### config.mk
export PLATFORM = sky130hd
export DESIGN_NAME = utf8_stream_decoder_validator
export DESIGN_NICKNAME = d
export VERILOG_FILES = /design/src/sv/u8dec_pkg.sv /design/src/sv/utf8_stream_decoder_validator.sv
export VERILOG_INCLUDE_DIRS = /design/src /design/src/sv
export SDC_FILE = /design/constraint.sdc
export NUM_CORES = 1
export LEC_CHECK = 0
export ABC_AREA = 1
export BUFFER_PORTS_ARGS = -buffer_cell sky130_fd_sc_hd__buf_2
export CAP_MARGIN = 25
export CORE_ASPECT_RATIO = 0.7
export CORE_UTILIZATION = 45
export DETAILED_ROUTE_END_ITERATION = 6
export PLACE_DENSITY_LB_ADDON = 0.05
export RECOVER_POWER = 50
export SKIP_CTS_REPAIR_TIMING = 1
export SLEW_MARGIN = 5
export SYNTH_ARGS = -nofsm -noshare
export SYNTH_HDL_FRONTEND = slang
export SYNTH_SLANG_ARGS = --single-unit
### constraint.sdc
create_clock -name clk -period 2.95 [get_ports clk]
set_input_delay 0.4425 -clock clk [delete_from_list [all_inputs] [get_ports clk]]
set_output_delay 0.4425 -clock clk [all_outputs]
set_load 0.01 [all_outputs]
### src/sv/utf8_stream_decoder_validator_macros.svh
// Assertion helpers for the UTF-8 decoder.
`ifndef UTF8_STREAM_DECODER_VALIDATOR_MACROS_SVH
`define UTF8_STREAM_DECODER_VALIDATOR_MACROS_SVH

// Same-cycle implication, checked outside reset.
`define U8D_ASSERT_NOW(label, ante, cons, msg) \
  label: assert property (@(posedge clk) disable iff (!rst_n) (ante) |-> (cons)) \
    else $error(msg);

// Next-cycle implication, checked outside reset.
`define U8D_ASSERT_NEXT(label, ante, cons, msg) \
  label: assert property (@(posedge clk) disable iff (!rst_n) (ante) |=> (cons)) \
    else $error(msg);

`endif

### src/sv/u8dec_pkg.sv
package u8dec_pkg;

  localparam int CpW  = 21;
  localparam int StW  = 3;
  localparam int WidW = 3;

  localparam logic [StW-1:0] ST_OK          = 3'd0;
  localparam logic [StW-1:0] ST_BAD_START   = 3'd1;
  localparam logic [StW-1:0] ST_EXPECT_CONT = 3'd2;
  localparam logic [StW-1:0] ST_BAD_CP      = 3'd3;
  localparam logic [StW-1:0] ST_OVERLONG    = 3'd4;
  localparam logic [StW-1:0] ST_TRUNCATED   = 3'd5;

  localparam logic [CpW-1:0] CP_MAX     = 21'h10FFFF;
  localparam logic [CpW-1:0] SURR_LO    = 21'h00D800;
  localparam logic [CpW-1:0] SURR_HI    = 21'h00DFFF;
  localparam logic [CpW-1:0] NONCH_LO   = 21'h00FDD0;
  localparam logic [CpW-1:0] NONCH_HI   = 21'h00FDEF;
  localparam logic [15:0]    NONCH_TAIL = 16'hFFFE;
  localparam logic [CpW-1:0] MAX_W1     = 21'h00007F;
  localparam logic [CpW-1:0] MAX_W2     = 21'h0007FF;
  localparam logic [CpW-1:0] MAX_W3     = 21'h00FFFF;

  localparam logic [7:0] LEAD2_LO = 8'hC2;
  localparam logic [7:0] LEAD2_HI = 8'hDF;
  localparam logic [7:0] LEAD4_LO = 8'hF0;
  localparam logic [7:0] LEAD4_HI = 8'hF4;

  typedef struct packed {
    logic [CpW-1:0]  code_point;
    logic [StW-1:0]  status;
    logic [WidW-1:0] seq_width;
    logic            last;
  } res_t;

endpackage

### src/sv/utf8_stream_decoder_validator.sv
// UTF-8 byte stream decoder and validator.
// Pipeline: an input register feeds a result register.
// Throughput: one byte per cycle unless the result side stalls; the decode path is one classify and shift-merge step.
// A byte that only extends a sequence gives no result transaction.
// Reset (synchronous, rst_n low) closes any open sequence and empties both registers.
`include "utf8_stream_decoder_validator_macros.svh"

module utf8_stream_decoder_validator (
  input  logic                           clk,
  input  logic                           rst_n,
  input  logic                           in_valid,
  output logic                           in_ready,
  input  logic [7:0]                     in_data_byte,
  input  logic                           in_end_of_string,
  output logic                           out_valid,
  input  logic                           out_ready,
  output logic [u8dec_pkg::CpW-1:0]      out_code_point,
  output logic [u8dec_pkg::StW-1:0]      out_status,
  output logic [u8dec_pkg::WidW-1:0]     out_seq_width,
  output logic                           out_last
);

  // input stage
  logic       s1_valid_r;
  logic [7:0] s1_byte_r;
  logic       s1_eos_r;
  logic       s1_adv;

  // decoder state
  logic [u8dec_pkg::CpW-1:0]  part_r,  part_nxt;
  logic [1:0]                 rem_r,   rem_nxt;
  logic [u8dec_pkg::WidW-1:0] len_r,   len_nxt;

  // result stage
  logic            out_valid_r;
  u8dec_pkg::res_t out_r;
  u8dec_pkg::res_t res_nxt;
  logic            emit_nxt;

  logic                       is_ascii, is_cont, lead2, lead3, lead4;
  logic [u8dec_pkg::CpW-1:0]  cp_cat;
  logic [1:0]                 rem_dec;
  logic                       cp_bad;
  logic [u8dec_pkg::WidW-1:0] min_w;

  assign s1_adv   = s1_valid_r && (!out_valid_r || out_ready);
  assign in_ready = !s1_valid_r || s1_adv;

  assign is_ascii = !s1_byte_r[7];
  assign is_cont  = (s1_byte_r[7:6] == 2'b10);
  assign lead2    = (s1_byte_r >= u8dec_pkg::LEAD2_LO) && (s1_byte_r <= u8dec_pkg::LEAD2_HI);
  assign lead3    = (s1_byte_r[7:4] == 4'hE);
  assign lead4    = (s1_byte_r >= u8dec_pkg::LEAD4_LO) && (s1_byte_r <= u8dec_pkg::LEAD4_HI);
  assign cp_cat   = {part_r[u8dec_pkg::CpW-7:0], s1_byte_r[5:0]};
  assign rem_dec  = rem_r - 2'd1;

  assign cp_bad = (cp_cat > u8dec_pkg::CP_MAX)
               || ((cp_cat >= u8dec_pkg::SURR_LO) && (cp_cat <= u8dec_pkg::SURR_HI))
               || ((cp_cat >= u8dec_pkg::NONCH_LO) && (cp_cat <= u8dec_pkg::NONCH_HI))
               || ((cp_cat[15:0] & u8dec_pkg::NONCH_TAIL) == u8dec_pkg::NONCH_TAIL);

  always_comb begin
    if (cp_cat <= u8dec_pkg::MAX_W1) begin
      min_w = 3'd1;
    end else if (cp_cat <= u8dec_pkg::MAX_W2) begin
      min_w = 3'd2;
    end else if (cp_cat <= u8dec_pkg::MAX_W3) begin
      min_w = 3'd3;
    end else begin
      min_w = 3'd4;
    end
  end

  always_comb begin
    part_nxt           = part_r;
    rem_nxt            = rem_r;
    len_nxt            = len_r;
    emit_nxt           = 1'b0;
    res_nxt.code_point = '0;
    res_nxt.status     = u8dec_pkg::ST_OK;
    res_nxt.seq_width  = '0;
    res_nxt.last       = s1_eos_r;
    if (rem_r == 2'd0) begin
      if (is_ascii) begin
        emit_nxt           = 1'b1;
        res_nxt.code_point = {13'd0, s1_byte_r};
        res_nxt.seq_width  = 3'd1;
      end else if (lead2 || lead3 || lead4) begin
        if (lead2) begin
          part_nxt = {16'd0, s1_byte_r[4:0]};
          rem_nxt  = 2'd1;
          len_nxt  = 3'd2;
        end else if (lead3) begin
          part_nxt = {17'd0, s1_byte_r[3:0]};
          rem_nxt  = 2'd2;
          len_nxt  = 3'd3;
        end else begin
          part_nxt = {18'd0, s1_byte_r[2:0]};
          rem_nxt  = 2'd3;
          len_nxt  = 3'd4;
        end
        // end of string right after a lead byte: drop the sequence and report it truncated
        if (s1_eos_r) begin
          part_nxt       = '0;
          rem_nxt        = 2'd0;
          len_nxt        = '0;
          emit_nxt       = 1'b1;
          res_nxt.status = u8dec_pkg::ST_TRUNCATED;
        end
      end else begin
        emit_nxt       = 1'b1;
        res_nxt.status = u8dec_pkg::ST_BAD_START;
      end
    end else if (!is_cont) begin
      part_nxt       = '0;
      rem_nxt        = 2'd0;
      len_nxt        = '0;
      emit_nxt       = 1'b1;
      res_nxt.status = u8dec_pkg::ST_EXPECT_CONT;
    end else if (rem_dec != 2'd0) begin
      part_nxt = cp_cat;
      rem_nxt  = rem_dec;
      if (s1_eos_r) begin
        part_nxt       = '0;
        rem_nxt        = 2'd0;
        len_nxt        = '0;
        emit_nxt       = 1'b1;
        res_nxt.status = u8dec_pkg::ST_TRUNCATED;
      end
    end else begin
      part_nxt = '0;
      rem_nxt  = 2'd0;
      len_nxt  = '0;
      emit_nxt = 1'b1;
      if (cp_bad) begin
        res_nxt.status = u8dec_pkg::ST_BAD_CP;
      end else if (min_w != len_r) begin
        res_nxt.status = u8dec_pkg::ST_OVERLONG;
      end else begin
        res_nxt.code_point = cp_cat;
        res_nxt.seq_width  = len_r;
      end
    end
  end

  always_ff @(posedge clk) begin
    if (!rst_n) begin
      s1_valid_r  <= 1'b0;
      out_valid_r <= 1'b0;
      part_r      <= '0;
      rem_r       <= 2'd0;
      len_r       <= '0;
    end else begin
      if (in_ready) begin
        s1_valid_r <= in_valid;
      end
      if (!out_valid_r || out_ready) begin
        out_valid_r <= s1_adv && emit_nxt;
      end
      if (s1_adv) begin
        part_r <= part_nxt;
        rem_r  <= rem_nxt;
        len_r  <= len_nxt;
      end
    end
  end

  always_ff @(posedge clk) begin
    if (in_valid && in_ready) begin
      s1_byte_r <= in_data_byte;
      s1_eos_r  <= in_end_of_string;
    end
    if (s1_adv && emit_nxt) begin
      out_r <= res_nxt;
    end
  end

  assign out_valid      = out_valid_r;
  assign out_code_point = out_r.code_point;
  assign out_status     = out_r.status;
  assign out_seq_width  = out_r.seq_width;
  assign out_last       = out_r.last;

  `U8D_ASSERT_NOW(a_err_zero, out_valid_r && (out_r.status != u8dec_pkg::ST_OK), (out_r.code_point == '0) && (out_r.seq_width == '0), "error result carries data")
  `U8D_ASSERT_NOW(a_ok_width, out_valid_r && (out_r.status == u8dec_pkg::ST_OK), (out_r.seq_width == 3'd1) || (out_r.seq_width == 3'd2) || (out_r.seq_width == 3'd3) || (out_r.seq_width == 3'd4), "ok result with bad width")
  `U8D_ASSERT_NOW(a_ascii_range, out_valid_r && (out_r.status == u8dec_pkg::ST_OK) && (out_r.seq_width == 3'd1), out_r.code_point <= u8dec_pkg::MAX_W1, "one-byte result out of range")
  `U8D_ASSERT_NOW(a_idle_clear, rem_r == 2'd0, (len_r == '0) && (part_r == '0), "stale state with no open sequence")
  `U8D_ASSERT_NEXT(a_s1_hold, s1_valid_r && out_valid_r && !out_ready, s1_valid_r && $stable(s1_byte_r) && $stable(s1_eos_r), "input stage lost a stalled byte")

endmodule

# --- Word-level counts from Yosys, hierarchy flattened ---
# Index checks and enable logic that the tools add are counted.
word_totals:
  ram_bits: 0
  inputBits: 13
  mem_bits_ro: 0
  ff_bits: 59
  latch_bits: 0
  word_cells: 105
  n_memories: 0
  output_inout_bits: 30
op_classes:
  n_shift: 0
  magnitude_cmp: 12
  n_mul: 0
  n_mux: 54
  add_sub_neg: 1
  div: 0
  n_eq_ne: 7
  bitwise_logic: 0
  reduce_logical: 20
op_table:
  columns: ["operator", "n"]
  rows:
  - ["15-bit 2-to-1 mux", 6]
  - ["21-bit 2-to-1 mux", 4]
  - ["3-bit 2-to-1 mux", 23]
  - ["21-bit by 16-bit <= comparator with 1-bit output (second input constant)", 3]
  - ["21-bit by 16-bit greater-or-equal comparator with 1-bit output (second input constant)", 2]
  - ["27-bit 2-to-1 mux", 1]
  - ["21-bit greater-than comparator (second input constant)", 1]
  - ["21-bit by 11-bit <= comparator with 1-bit output (second input constant)", 1]
  - ["21-bit by 7-bit <= comparator with 1-bit output (second input constant)", 1]
  - ["8-bit greater-or-equal comparator (second input constant)", 2]
  - ["8-bit <= comparator (second input constant)", 2]
  - ["2-bit 2-to-1 mux", 8]
  - ["15-bit equality test (second input constant)", 1]
  - ["5-bit 2-to-1 mux", 2]
  - ["1-bit 2-to-1 mux", 8]
  - ["1-bit logical AND", 7]
  - ["1-bit logical OR", 7]
  - ["7-bit 2-to-1 mux", 1]
  - ["4-bit equality test (second input constant)", 1]
  - ["4-bit 2-to-1 mux", 1]
  - ["4-bit != test (second input constant)", 1]
  - ["4-bit AND reduction", 1]
  - ["3-bit != test", 1]
  - ["3-bit AND reduction", 1]
  - ["7 further kinds", 8]

# --- Depth between registers and ports, before layout ---
logic_depth:
  ltp_word: 10
  ltp_mapped: 12

# --- Worst setup path after synthesis ---
# OpenSTA, ideal clock, no wires.
synth_path:
  path_type: "reg2reg"
  from: "reg s1_byte_r[4]"
  to: "reg out_r (netlist bit out_code_point[0]) (enable)"
  period_less_slack_ns: 2.725
  path_slack_ns: 0.225
  t_required_ns: 2.537
  setup_ns: 0.413
  path_stages_with_launch: 10
  arrival_ns: 2.312
  path_cell_list: "edfxtp_1 -> inv_1 -> nand3_1 -> nand3_1 -> inv_1 -> nor2_2 -> nand2_1 -> nand2_1 -> o211ai_1 -> nor2_1"
synth_via:
  elab_chain_cells: 8
  elab_cells_between_ends: 13
  cone_classes: "4 x order compare; 1 x eq/ne; 3 x mux; 5 x reduce/logical"
synth_lines:
  columns: ["item", "line_no", "text"]
  rows:
  - ["start: declaration", "utf8_stream_decoder_validator.sv:25", "logic [7:0] s1_byte_r;"]
  - ["start signal: assignment", "utf8_stream_decoder_validator.sv:170", "s1_byte_r <= in_data_byte;"]
  - ["8-bit greater-or-equal comparator / 8-bit <= comparator (equally long branches)", "utf8_stream_decoder_validator.sv:51", "assign lead2 = (s1_byte_r >= u8dec_pkg::LEAD2_LO) && (s1_byte_r <= u8dec_pkg::LEAD2_HI);"]
  - ["1-bit logical AND", "utf8_stream_decoder_validator.sv:51", null]
  - ["1-bit logical OR", "utf8_stream_decoder_validator.sv:88", "end else if (lead2 || lead3 || lead4) begin"]
  - ["1-bit logical OR (*)", "utf8_stream_decoder_validator.sv:88", null]
  - ["1-bit 2-to-1 mux (*)", "utf8_stream_decoder_validator.sv:88", null]
  - ["1-bit 2-to-1 mux (*)", "utf8_stream_decoder_validator.sv:84", "if (is_ascii) begin"]
  - ["1-bit 2-to-1 mux (*)", "utf8_stream_decoder_validator.sv:83", "if (rem_r == 2'd0) begin"]
  - ["1-bit logical AND (*)", "utf8_stream_decoder_validator.sv:173", "if (s1_adv && emit_nxt) begin"]
  - ["end signal: assignment", "utf8_stream_decoder_validator.sv:174", "out_r <= res_nxt;"]
  - ["end: declaration", "utf8_stream_decoder_validator.sv:36", "u8dec_pkg::res_t out_r;"]
# Mark *: on every way between the ends. The rest lies on a longest branch, timed or not.
# A chain may end at the register's enable or synchronous reset.

# --- Final worst setup path ---
layout_path:
  from: "reg s1_byte_r[4]"
  to: "reg rem_r[0]"
layout_via:
  elab_chain_cells: 7
  elab_cells_between_ends: 17
  cone_classes: "4 x order compare; 2 x eq/ne; 6 x mux; 5 x reduce/logical"
layout_lines:
  columns: ["item", "line_no", "text"]
  rows:
  - ["8-bit greater-or-equal comparator, or another cell as far along", "utf8_stream_decoder_validator.sv:51", null]
  - ["1-bit logical AND / 1-bit 2-to-1 mux (equally long branches)", "utf8_stream_decoder_validator.sv:51, utf8_stream_decoder_validator.sv:93", null]
  - ["2-bit 2-to-1 mux", "utf8_stream_decoder_validator.sv:89", "if (lead2) begin"]
  - ["2-bit 2-to-1 mux", "utf8_stream_decoder_validator.sv:103", "if (s1_eos_r) begin"]
  - ["2-bit 2-to-1 mux", "utf8_stream_decoder_validator.sv:88", null]
  - ["2-bit 2-to-1 mux", "utf8_stream_decoder_validator.sv:84", null]
  - ["2-bit 2-to-1 mux", "utf8_stream_decoder_validator.sv:83", null]
  - ["end signal: assignment", "utf8_stream_decoder_validator.sv:162", "rem_r <= rem_nxt;"]
  - ["end: declaration", "utf8_stream_decoder_validator.sv:31", "logic [1:0] rem_r, rem_nxt;"]
# Several ways; a longest one is shown, not always the timed one. The select of a mux whose other input is x is not followed.

==> impl_metrics.yaml <==
status:
  status: "finished with violations"
  violations: "DRC"
logic_synthesis:
  synthTopCellsByCount: "49 x nand2_1, 47 x inv_1, 37 x edfxtp_1, 35 x nor2_1, 22 x dfxtp_1"
  netlist_area_um2: 2900
  avgSynthCellArea_um2: 9.15
  synth_flop_cell: "edfxtp_1"
  ys_ff_latch: 59
  netlist-cell-type-count: 33
  synthMostInstantiatedCell: "nand2_1"
  synth_edf_count: 37
  synth_area_leaders: "edfxtp_1 38%, dfxtp_1 15%, nand2_1 6.3%"
  syn-num-nets: 333
  netlist_instances: 317
  synth_top_area_frac: 0.383
  async_flop_share: 0
  synth_top_area_cell: "edfxtp_1"
  yosysWarnings: 0
  yosysSeqAreaShare: 0.535
setup_path:
  criticalPathCategory: "flop to flop"
  slowest_stage: "nand2_2"
  r2r_start: "s1_byte_r[4]"
  required_ns: 3.17
  crit_path_max_fanout: 33
  r2r_slack_ns: 0.69
  cp-end-kind: "flop"
  rr_endpoint: "rem_r[0]"
  cp.arrival_ns: 2.48
  startpoint_type: "flop"
  max_stage_delay_ns: 0.47
  worst-path-buf-inv: 3
  crit_family: "simple AND/OR/NAND/NOR gates"
  cp_cell_sequence: "inv_1, nand3_1, nand3_1, inv_1, nor2_1, nand3_1, nand2_2, inv_1, o21ai_0, a21oi_1"
  reg2reg_depth: 10
global_routing:
  grt_pass1_vias: 1986
  antenna_found_initial: 0
  grt_overflow: 0
  grt_max_degree: 34
  grt_use_total: 0.204
  grt_pass1_wl_um: 10300
clock_tree:
  clockBufferDepth: 2
  ctsHtreeMaxLevel: 3
  numCtsBuffers: 9
  clock-sinks: 59
  root_buffer: "clkbuf_8"
  cts_tree: "built"
  clk_latency_ns: 0.34
  clk_pin_slew_ns: 0.06
sta:
  finalHoldViolCount: 0
  max_freq_mhz: 443
  fin_skew_ns: 0.00732
  slew_headroom: 0.600
  final_max_slew_viol_count: 0
  rsz0062_at_grt: "false"
  min_period_ns: 2.26
  fin_crit_sh: 0.765
  finalSetupViolations: 0
  worst_pin_slew_ns: 0.598
  tns_ns: 0
die:
  num_rows: 24
  num_io_pins: 43
  initial_core_util: 0.466
  die_y_um: 69.2
  die_area_um2: 6770
  die_w_um: 97.9
  core_area_um2: 6220
route:
  wl_met1_um: 3270
  drc: 4
  drtIter0Drc: 181
  drt.antenna.violating_nets: 0
  met3_length_um: 512
  routed.top_layer: "met4"
  wl_met2_um: 2440
  vias: 2301
  wl_per_cell_um: 14.1
  routed_wl_um: 6290
  first_pass_iters: 7
  drt-vias-per-instance: 5.15
cells_and_area:
  drive_gt1_frac: 0.136
  multi_input_comb_area_um2: 1070
  fillers: 607
  syn_to_final_growth_pct: 11.7
  register_area_um2: 1550
  postLayoutCoreUtil: 0.521
  antenna_cells: 0
  final_nets: 380
min_path:
  min_path_cells: 1
  hp-start: "in_data_byte[5]"
  hp-class: "input pin to flop"
  worstHoldEndpoint: "s1_byte_r[5]"
power:
  power_frac_seq: 0.516
  powerDensity_nw_per_um2: 574
  p_leak_nw: 1.27
  p_clk_frac: 0.323
  switching_share: 0.294
  vdd_drop_max_v: 0.000285
  p_int_w: 0.00131
  p_switching_w: 0.000547
  p_comb_frac: 0.161
placement:
  gp_congestion: 0.906
  dp_hpwl_um: 4570
  io_buffers: 42
flow_run:
  drv_cap: 0
[registers in the layout, indices dropped and copies added, names as in the netlist]
name	cells
out_valid	1
out_code_point	21
out_status	3
part_r	15
out_seq_width	3
out_last	1
rem_r	2
s1_byte_r	8
s1_valid_r	1
len_r	3
s1_eos_r	1
[how the worst max path moves through the flow]
stage / startpoint / end / slack, ns / cells after the start
after CTS: s1_byte_r[4] / len_r[2] / 0.78 / 10
after detailed placement: s1_byte_r[4] / len_r[2] / 0.81 / 10
after global placement: s1_byte_r[4] / out_code_point[14] / 0.92 / 10
after global routing: s1_byte_r[4] / len_r[0] / 0.47 / 11
final: s1_byte_r[4] / rem_r[0] / 0.69 / 10
after floorplan: s1_byte_r[4] / out_code_point[0] / 0.22 / 9
[layer usage]
layer | GRT usage | vias up
met5 | 0 | -
met4 | 0.0758 | 0
met3 | 0.0740 | 7
met2 | 0.241 | 72
met1 | 0.325 | 1069
li1 | - | 1153
[cell usage in the layout, fill, tap and decap left out, types with 2 or more instances in the layout]
cell / synthesis / final
nor2_1: 35 / 36
inv_1: 47 / 48
nand2_2: 3 / 2
ha_1: 3 / 3
clkinv_2: 0 / 3
clkbuf_1: 1 / 33
nor3_2: 10 / 4
edfxtp_1: 37 / 37
a21oi_1: 21 / 21
nor2_4: 4 / 3
clkinv_1: 1 / 2
nand3_1: 20 / 20
nor3_1: 6 / 12
buf_2: 1 / 12
dfxtp_1: 22 / 22
nand3b_1: 2 / 2
nor2_2: 11 / 11
o21ai_0: 9 / 9
a211oi_1: 13 / 13
clkbuf_8: 0 / 9
nand4_1: 5 / 5
nand2_1: 49 / 50
[per-stage QoR]
| step | setup slack [ns] | instances | total power [W] | cell area, um^2 | hold WS, ns |
|---|---|---|---|---|---|
| 2_1_floorplan | 0.225 | 317 | 0.00121 | 2900 | 0.471 |
| 4_1_cts | 0.785 | 447 | 0.00189 | 3320 | 0.265 |
| 6_report | 0.694 | 447 | 0.00186 | 3240 | 0.272 |
| 3_3_place_gp | 0.915 | 431 | 0.00129 | 3160 | 0.504 |
| 5_1_grt | 0.474 | 447 | 0.00197 | 3240 | 0.249 |
| 3_5_place_dp | 0.813 | 431 | 0.00129 | 3160 | 0.505 |
[cell families after synthesis]
group                      count (synthesis)  share of synthesized area
AOI/OAI and AO/OA                         48                     0.0980
xor gates and xnor gates                   1                    0.00302
adders and majority gates                  3                     0.0129
buffers and inverters                     57                     0.0833
DFF                                       59                      0.535
and+or+nand+nor                          149                      0.268
[power groups by stage]
stage                     Clock (W)  Combinational (W)  Sequential [W]
after floorplan                   0           0.000233        0.000981
after global placement            0           0.000313        0.000975
after detailed placement          0           0.000315        0.000975
after CTS                  0.000615           0.000316        0.000957
after global routing       0.000673           0.000336        0.000964
final                      0.000600           0.000299        0.000958
[layout make-up]
type | instances | share of cell area
Inverter | 50 | 0.0580
Multi-Input combinational cell | 201 | 0.329
Timing Repair Buffer | 43 | 0.0557
Clock buffer | 12 | 0.0417
Sequential cell | 59 | 0.479
Clock inverter | 4 | 0.00580
Tap cell | 78 | 0.0302
No activity file was read; power rests on OpenSTA's default activity.
